$ cat config.mk
export PLATFORM = sky130hd
export DESIGN_NAME = sorted_priority_queue
export DESIGN_NICKNAME = d
export VERILOG_FILES = /design/src/rtl/core/spq_pkg.sv /design/src/rtl/core/sorted_priority_queue.sv /design/src/rtl/core/spq_cell.sv /design/src/rtl/core/spq_match.sv
export SDC_FILE = /design/constraint.sdc
export NUM_CORES = 2
export LEC_CHECK = 0
export ABC_CLOCK_PERIOD_IN_PS = 7650
export BUFFER_PORTS_ARGS = -buffer_cell sky130_fd_sc_hd__buf_2
export CORE_ASPECT_RATIO = 1.2
export CORE_MARGIN = 4
export CORE_UTILIZATION = 45
export DETAILED_ROUTE_END_ITERATION = 8
export PLACE_DENSITY = 0.64
export SYNTH_ARGS = -nofsm -noshare
export SYNTH_HDL_FRONTEND = slang
export SYNTH_SLANG_ARGS = --single-unit
$ cat constraint.sdc
create_clock -name clk_i -period 7.65 [get_ports clk_i]
set_input_delay 0.765 -clock clk_i [delete_from_list [all_inputs] [get_ports clk_i]]
set_output_delay 0.765 -clock clk_i [all_outputs]
set_load 0.01 [all_outputs]
$ cat src/rtl/core/spq_pkg.sv
// ----------------------------------------------------------------------------
// spq_pkg
// Shared types and codes for the sorted priority queue cell chain.
// ----------------------------------------------------------------------------
`default_nettype none

package spq_pkg;

  localparam int unsigned KeyW    = 32;
  localparam int unsigned OpW     = 2;
  localparam int unsigned StatusW = 2;
  localparam int unsigned PosW    = 4;
  localparam int unsigned CountW  = 5;
  localparam int unsigned InDataW  = 40;  // 34 bits of fields, padded to bytes
  localparam int unsigned OutDataW = 48;  // 44 bits of fields, padded to bytes

  typedef enum logic [OpW-1:0] {
    OP_INSERT = 2'd0,
    OP_REMOVE = 2'd1,
    OP_FIND   = 2'd2
  } opcode_e;

  typedef enum logic [StatusW-1:0] {
    ST_DONE      = 2'd0,
    ST_NOT_FOUND = 2'd1,
    ST_FULL      = 2'd2
  } status_e;

  typedef enum logic {
    S_IDLE,
    S_EXEC
  } fsm_e;

  typedef enum logic [1:0] {
    SH_HOLD,
    SH_INSERT,
    SH_REMOVE
  } shift_e;

  // lt: occupied and entry < key; le: occupied and entry <= key
  typedef struct packed {
    logic lt;
    logic le;
  } cell_flags_t;

  typedef struct packed {
    logic   cmp_en;
    shift_e shift;
  } cell_cmd_t;

endpackage

`default_nettype wire

$ cat src/rtl/core/sorted_priority_queue.sv
// ----------------------------------------------------------------------------
// sorted_priority_queue
// Bounded ascending queue of signed values held in a chain of cells.
// ----------------------------------------------------------------------------
// Accepting a request loads the compare flags in every cell; the execute
// state then shifts the chain and registers the result. No new request is
// accepted until the execute state is done.
// A stalled output holds the chain in the execute state until taken.
// Reset empties the queue (count zero); entry contents are not cleared.
// ----------------------------------------------------------------------------
`default_nettype none

module sorted_priority_queue
  import spq_pkg::*;
#(
  parameter int unsigned CAPACITY = 16
) (
  input  wire logic                clk_i,
  input  wire logic                rst_ni,
  input  wire logic                s_axis_tvalid_i,
  output logic                     s_axis_tready_o,
  // [1:0] opcode, [33:2] key_value, [39:34] zero
  input  wire logic [InDataW-1:0]  s_axis_tdata_i,
  output logic                     m_axis_tvalid_o,
  input  wire logic                m_axis_tready_i,
  // [1:0] status, [5:2] match_position, [37:6] head_value,
  // [38] is_empty, [43:39] entry_count, [47:44] zero
  output logic [OutDataW-1:0]      m_axis_tdata_o
);

  localparam int unsigned CW = $clog2(CAPACITY + 1);
  localparam int unsigned PW = $clog2(CAPACITY);

  fsm_e                   state_q, state_d;
  logic [OpW-1:0]         op_q;
  logic signed [KeyW-1:0] key_q;
  logic [CW-1:0]          count_q, count_d;
  logic                   m_valid_q;
  logic [OutDataW-1:0]    m_data_q, m_data_d;

  logic                   in_acc, out_free, exec_go;
  logic signed [KeyW-1:0] in_key;
  cell_cmd_t              cmd;
  logic [CAPACITY-1:0]    lt_vec, le_vec;
  logic signed [KeyW-1:0] vals [CAPACITY];
  cell_flags_t            flags [CAPACITY];
  logic                   found, full, do_ins, do_del;
  logic [PW-1:0]          pos;
  status_e                status;
  logic [PosW-1:0]        pos_out;
  logic signed [KeyW-1:0] head;

  assign in_key   = s_axis_tdata_i[OpW +: KeyW];
  assign out_free = !m_valid_q || m_axis_tready_i;

  always_comb begin
    state_d         = state_q;
    s_axis_tready_o = 1'b0;
    exec_go         = 1'b0;
    unique case (state_q)
      S_IDLE: begin
        s_axis_tready_o = 1'b1;
        if (s_axis_tvalid_i) state_d = S_EXEC;
      end
      S_EXEC: begin
        if (out_free) begin
          exec_go = 1'b1;
          state_d = S_IDLE;
        end
      end
      default: state_d = S_IDLE;
    endcase
  end

  assign in_acc = s_axis_tvalid_i && s_axis_tready_o;

  always_ff @(posedge clk_i or negedge rst_ni) begin
    if (!rst_ni) begin
      state_q <= S_IDLE;
    end else begin
      state_q <= state_d;
    end
  end

  always_ff @(posedge clk_i) begin
    if (in_acc) begin
      op_q  <= s_axis_tdata_i[OpW-1:0];
      key_q <= in_key;
    end
  end

  // Cell chain
  assign cmd.cmp_en = in_acc;
  assign cmd.shift  = !exec_go ? SH_HOLD :
                      do_ins   ? SH_INSERT :
                      do_del   ? SH_REMOVE : SH_HOLD;

  for (genvar g = 0; g < CAPACITY; g++) begin : g_cell
    cell_flags_t            lf;
    logic signed [KeyW-1:0] lv, rv;

    if (g == 0) begin : g_first
      assign lf = '{lt: 1'b1, le: 1'b1};
      assign lv = key_q;
    end else begin : g_mid
      assign lf = flags[g-1];
      assign lv = vals[g-1];
    end
    if (g == CAPACITY - 1) begin : g_last
      assign rv = vals[g];
    end else begin : g_inner
      assign rv = vals[g+1];
    end

    spq_cell #(
      .Idx (g),
      .CW  (CW)
    ) u_cell (
      .clk_i        (clk_i),
      .rst_ni       (rst_ni),
      .cmd_i        (cmd),
      .cmp_key_i    (in_key),
      .ins_key_i    (key_q),
      .count_i      (count_q),
      .left_flags_i (lf),
      .left_val_i   (lv),
      .right_val_i  (rv),
      .flags_o      (flags[g]),
      .val_o        (vals[g])
    );

    assign lt_vec[g] = flags[g].lt;
    assign le_vec[g] = flags[g].le;
  end

  spq_match #(
    .N  (CAPACITY),
    .PW (PW)
  ) u_match (
    .lt_i    (lt_vec),
    .le_i    (le_vec),
    .found_o (found),
    .pos_o   (pos)
  );

  // Result and count update
  assign full = count_q == CW'(CAPACITY);

  always_comb begin
    do_ins  = 1'b0;
    do_del  = 1'b0;
    status  = ST_NOT_FOUND;
    pos_out = '0;
    unique case (op_q)
      OP_INSERT: begin
        do_ins = !full;
        status = full ? ST_FULL : ST_DONE;
      end
      OP_REMOVE: begin
        do_del = found;
        status = found ? ST_DONE : ST_NOT_FOUND;
      end
      OP_FIND: begin
        status = found ? ST_DONE : ST_NOT_FOUND;
        if (found) pos_out = PosW'(pos);
      end
      default: status = ST_NOT_FOUND;
    endcase
  end

  always_comb begin
    count_d = count_q;
    if (do_ins) count_d = count_q + CW'(1);
    else if (do_del) count_d = count_q - CW'(1);
  end

  // head after the shift, taken from the first two cells or the inserted key
  always_comb begin
    if (count_d == '0) head = '0;
    else if (do_ins) head = flags[0].le ? vals[0] : key_q;
    else if (do_del) head = flags[0].lt ? vals[0] : vals[1];
    else head = vals[0];
  end

  always_comb begin
    m_data_d = '0;
    m_data_d[StatusW-1:0]           = status;
    m_data_d[StatusW +: PosW]       = pos_out;
    m_data_d[StatusW+PosW +: KeyW]  = head;
    m_data_d[StatusW+PosW+KeyW]     = count_d == '0;
    m_data_d[StatusW+PosW+KeyW+1 +: CountW] = CountW'(count_d);
  end

  always_ff @(posedge clk_i or negedge rst_ni) begin
    if (!rst_ni) begin
      count_q   <= '0;
      m_valid_q <= 1'b0;
    end else begin
      if (exec_go) count_q <= count_d;
      if (exec_go) m_valid_q <= 1'b1;
      else if (m_axis_tready_i) m_valid_q <= 1'b0;
    end
  end

  always_ff @(posedge clk_i) begin
    if (exec_go) m_data_q <= m_data_d;
  end

  assign m_axis_tvalid_o = m_valid_q;
  assign m_axis_tdata_o  = m_data_q;

  // Assertions
  a_count_bound : assert property (@(posedge clk_i) disable iff (!rst_ni)
    count_q <= CW'(CAPACITY))
    else $error("entry count beyond capacity");

  a_count_on_exec : assert property (@(posedge clk_i) disable iff (!rst_ni)
    !exec_go |=> $stable(count_q))
    else $error("count changed outside an execute cycle");

  a_sorted_flags : assert property (@(posedge clk_i) disable iff (!rst_ni)
    state_q == S_EXEC |->
      (((lt_vec >> 1) & ~lt_vec) == '0) && (((le_vec >> 1) & ~le_vec) == '0))
    else $error("compare flags not monotone, chain out of order");

  a_empty_head : assert property (@(posedge clk_i) disable iff (!rst_ni)
    m_axis_tvalid_o && m_axis_tdata_o[StatusW+PosW+KeyW] |->
      m_axis_tdata_o[StatusW+PosW +: KeyW] == '0)
    else $error("non-zero head reported for empty queue");

endmodule

`default_nettype wire

$ cat src/rtl/core/spq_cell.sv
// ----------------------------------------------------------------------------
// spq_cell
// One slot of the sorted chain: holds an entry, compares it with the key
// and moves it to or takes it from a neighbour on insert or remove.
// ----------------------------------------------------------------------------
`default_nettype none

module spq_cell
  import spq_pkg::*;
#(
  parameter int unsigned Idx = 0,
  parameter int unsigned CW  = 5
) (
  input  wire logic                   clk_i,
  input  wire logic                   rst_ni,
  input  wire cell_cmd_t              cmd_i,
  input  wire logic signed [KeyW-1:0] cmp_key_i,
  input  wire logic signed [KeyW-1:0] ins_key_i,
  input  wire logic [CW-1:0]          count_i,
  input  wire cell_flags_t            left_flags_i,
  input  wire logic signed [KeyW-1:0] left_val_i,
  input  wire logic signed [KeyW-1:0] right_val_i,
  output cell_flags_t                 flags_o,
  output logic signed [KeyW-1:0]      val_o
);

  logic signed [KeyW-1:0] val_q, val_d;
  cell_flags_t            flags_q, flags_d;
  logic                   occ;

  assign occ = count_i > CW'(Idx);

  always_comb begin
    flags_d = flags_q;
    if (cmd_i.cmp_en) begin
      flags_d.lt = occ && (val_q <  cmp_key_i);
      flags_d.le = occ && (val_q <= cmp_key_i);
    end
  end

  always_comb begin
    val_d = val_q;
    case (cmd_i.shift)
      SH_INSERT: begin
        // entries above the insertion point move up by one
        if (!flags_q.le) begin
          val_d = left_flags_i.le ? ins_key_i : left_val_i;
        end
      end
      SH_REMOVE: begin
        if (!flags_q.lt) val_d = right_val_i;
      end
      default: val_d = val_q;
    endcase
  end

  always_ff @(posedge clk_i or negedge rst_ni) begin
    if (!rst_ni) begin
      flags_q <= '0;
    end else begin
      flags_q <= flags_d;
    end
  end

  always_ff @(posedge clk_i) begin
    val_q <= val_d;
  end

  assign flags_o = flags_q;
  assign val_o   = val_q;

endmodule

`default_nettype wire

$ cat src/rtl/core/spq_match.sv
// ----------------------------------------------------------------------------
// spq_match
// Collects the cell flags: whether the key is present and the position of
// its first occurrence.
// ----------------------------------------------------------------------------
`default_nettype none

module spq_match
  import spq_pkg::*;
#(
  parameter int unsigned N  = 16,
  parameter int unsigned PW = 4
) (
  input  wire logic [N-1:0]  lt_i,
  input  wire logic [N-1:0]  le_i,
  output logic               found_o,
  output logic [PW-1:0]      pos_o
);

  logic [N-1:0] boundary;

  assign found_o = |(le_i & ~lt_i);

  // flags are a thermometer, so at most one cell sits at the lower bound
  always_comb begin
    pos_o = '0;
    for (int i = 0; i < N; i++) begin
      boundary[i] = !lt_i[i] && ((i == 0) || lt_i[(i == 0) ? 0 : i - 1]);
      if (boundary[i]) pos_o = pos_o | PW'(i);
    end
  end

endmodule

`default_nettype wire

==> run metrics <==
wire length of the first global-routing pass=177,500 um; post-synthesis register bit count=629; setup bufs post-CTS=0; worst ir drop on vdd=0.2482 mV; type of the worst min-delay path=primary input to async pin; maxcap violations=0; Post-layout nets=4,556; remaining routing DRC violations=0; placed cells=5,159; CP Launch Type=flip-flop; antenna violations before repair=1; number of buffers on the longest clock path=3; number of fill cells in the layout=8,645; H-Tree Depth=3; Layout area overhead=7.984%; vias post-DR=31,050; die span in y=343.8 um; proportion of synthesized chip area in sequential cells=44.21%; critical path start-end classification=flip-flop to flip-flop; total CTS buffers=70; Worst Path Arrival=5.09 ns; Netlist cell types=61; Final Setup Violations=0; die area=98,950 um2; top cell type by total area after synthesis=sky130_fd_sc_hd__edfxtp_1; Clock Skews=0.01618 ns; clock latency on the worst-skew pair=0.62 ns; max-slew violation total from the final report=0; clock-pin slew of the registers on the worst-case setup and hold paths=0.07 ns; area inside the core boundary=92,810 um2; via count of the first global-routing pass=30,570; mean post-synth cell area=10.40 um2; overall power of the completed layout=14,900 uW; RSZ-0062 raised after global routing=false; leading post-synthesis cells by cell area=sky130_fd_sc_hd__edfxtp_1, sky130_fd_sc_hd__ha_1, sky130_fd_sc_hd__mux2i_1, sky130_fd_sc_hd__a21oi_1, sky130_fd_sc_hd__nor2_1; root buffer selected by CTS=sky130_fd_sc_hd__clkbuf_16; post-route design area=45,660 um2; status=finished, final reports clean; top cell types by occurrence after synthesis=sky130_fd_sc_hd__a21oi_1, sky130_fd_sc_hd__nor2_1, sky130_fd_sc_hd__edfxtp_1; placed cell areas=43,570 um2; number of cells upsized or downsized after cts=0; floorplan die width=287.8 um; slew at the pin closest to its max-slew limit=1.242 ns; highest net fanout along the worst path=243; headroom to the max-slew limit=16.34%; share of post-route cells with drive strength above 1=6.828%; fraction of post-synthesis cell area in the top cell type by area=41.90%; synthesized instance count=4,064; fraction of synthesis flops using an asynchronous set or reset pin=6.200%; CP Capture Type=flip-flop; R2R Path Start=g_cell[4].u_cell.flags_o[0]; post-route fraction of the period consumed by the critical path=62.51%; count of yosys warnings during synthesis=0; sink count of the clock tree=629; drt pass-1 iters=6; number of enable-type register cells in the synthesized netlist=590; top-count cell post-synth=sky130_fd_sc_hd__a21oi_1; setup tns final=0 ns; power density relative to cell area=326.3 nW/um2; Data required, critical path=7.96 ns; wire length after detailed routing=115,800 um; GRT Util Overall=22.91%; Peak Freq=209.1 MHz; Iter 0 DRT Violations=2,580; detailed-route wire length per cell=21.92 um; setup slack of the critical path after layout=2.868 ns; hold buffer count at CTS=0; quantity of I/O buffers inserted on ports=83; Critical Path Start=g_cell[4].u_cell.flags_o[0]; leftover overflow at the end of global routing=0; pin count of the biggest net entering global routing=244; routability congestion estimate from global placement=0.9517; min Tclk post-route=4.782 ns; Final Hold Fails=0; initial core utilization=45.56%; number of core rows=122; TritonCTS clock tree=yes; number of nets with antenna violations after routing=0; post-detailed-placement half-perimeter wirelength=87,190 um; Vias/cell=5.877; I/O pins=94; post-synthesis instance area=42,280 um2; worst slack at placement=2.991 ns; Finished Layout Cells=5,283; Pleak=0.01789 uW; commonest register cell after synthesis=sky130_fd_sc_hd__edfxtp_1
[placed cells by master (no fill, tap or decap), types with 10 or more instances in the layout]
cell and count:
sky130_fd_sc_hd__o2111ai_1 10, sky130_fd_sc_hd__nand4_1 90, sky130_fd_sc_hd__nor2_4 13, sky130_fd_sc_hd__ha_1 521, sky130_fd_sc_hd__inv_1 76, sky130_fd_sc_hd__o22ai_1 66, sky130_fd_sc_hd__mux2_2 32, sky130_fd_sc_hd__nor3_1 46
sky130_fd_sc_hd__o21ai_0 54, sky130_fd_sc_hd__nor2_1 596, sky130_fd_sc_hd__nand2_1 146, sky130_fd_sc_hd__or4_1 15, sky130_fd_sc_hd__dfrtp_1 25, sky130_fd_sc_hd__nand3_1 52, sky130_fd_sc_hd__a21boi_0 21, sky130_fd_sc_hd__o31ai_1 16
sky130_fd_sc_hd__nor2b_1 32, sky130_fd_sc_hd__edfxtp_1 590, sky130_fd_sc_hd__nor4_1 12, sky130_fd_sc_hd__buf_2 83, sky130_fd_sc_hd__buf_4 30, sky130_fd_sc_hd__o211ai_1 21, sky130_fd_sc_hd__clkbuf_1 23, sky130_fd_sc_hd__clkinv_2 11
sky130_fd_sc_hd__dfrtp_2 14, sky130_fd_sc_hd__a221oi_1 11, sky130_fd_sc_hd__clkbuf_16 73, sky130_fd_sc_hd__a21oi_1 659, sky130_fd_sc_hd__mux2i_1 466, sky130_fd_sc_hd__and2_0 14, sky130_fd_sc_hd__and4_1 36, sky130_fd_sc_hd__clkinv_1 12
sky130_fd_sc_hd__a221o_1 16, sky130_fd_sc_hd__a21o_1 57
[power breakdown]
group / internal (uW) / switching [uW] / total [uW] / leakage (uW)
Combinational: 2270 / 3320 / 5590 / 0.0110
Sequential: 5220 / 882 / 6100 / 0.00588
Clock: 1810 / 1410 / 3210 / 0.00102
[per-layer routing]
layer	GRT usage, %	routed length, um
met5	0	0
met4	12.04	6408
met3	2.452	5070
met2	38.92	55610
met1	28.82	48710
[worst max-delay path, cell delays in order (launching register included)]
cell and delay [ns]:
sky130_fd_sc_hd__dfrtp_2 0.79, sky130_fd_sc_hd__nor2b_1 0.35, sky130_fd_sc_hd__a2111o_1 0.34, sky130_fd_sc_hd__or4_1 0.65
sky130_fd_sc_hd__nand4_1 0.61, sky130_fd_sc_hd__buf_12 0.58, sky130_fd_sc_hd__buf_12 0.70, sky130_fd_sc_hd__a21oi_1 0.17
[worst paths after layout]
check / end / slack (ns) / cells after the start
max: g_cell[13].u_cell.val_o[13] / 2.87 / 7
min: g_cell[0].u_cell.flags_o[0] / 0.22 / 2
max reg2reg: g_cell[13].u_cell.val_o[13] / 2.87 / 7
min reg2reg: m_axis_tvalid_o / 0.52 / 2
max in group asynchronous: g_cell[10].u_cell.flags_o[0] / 6.96 / 2
min in group clk_i: op_q[1] / 0.33 / 1
[registers in the layout, summed over array words and instances (netlist names)]
name / flops
state_q: 1
g_cell.u_cell.flags_o: 32
g_cell.lv: 32
g_cell.u_cell.val_o: 512
op_q: 2
m_axis_tvalid_o: 1
count_q: 5
m_axis_tdata_o: 44
[through the flow]
| stage | hold slack (ns) | util [%] |
|---|---|---|
| global placement | 0.4893 | 46.95 |
| floorplan | 0.4694 | - |
| finish | 0.2215 | 49.20 |
| detailed placement | 0.5113 | 46.95 |
| global route | 0.2662 | 49.19 |
| CTS | 0.2106 | 49.19 |
[kinds of logic after synthesis]
group           count (synthesis)  synth area share [%]
mux                           499                 11.91
other cells                     1              0.008869
fa+ha+maj                     521                 15.42
compound gates                992                 13.56
buf+inv                       343                 3.376
simple gates                 1076                 11.46
flops                         629                 44.21
xor+xnor                        3               0.06215
[layout make-up]
cell class              count  area [um2]  area share (%)
clock inverters            24       130.1          0.2850
well taps                1240        1551           3.398
multi-input cells        3095       22300           48.83
flip-flops and latches    629       18710           40.98
diodes                      1       2.502        0.005481
repair buffers            117       720.7           1.578
clock buffers              99        1954           4.280
inverters                  78       292.8          0.6412
(Power assumes the default switching activity.)
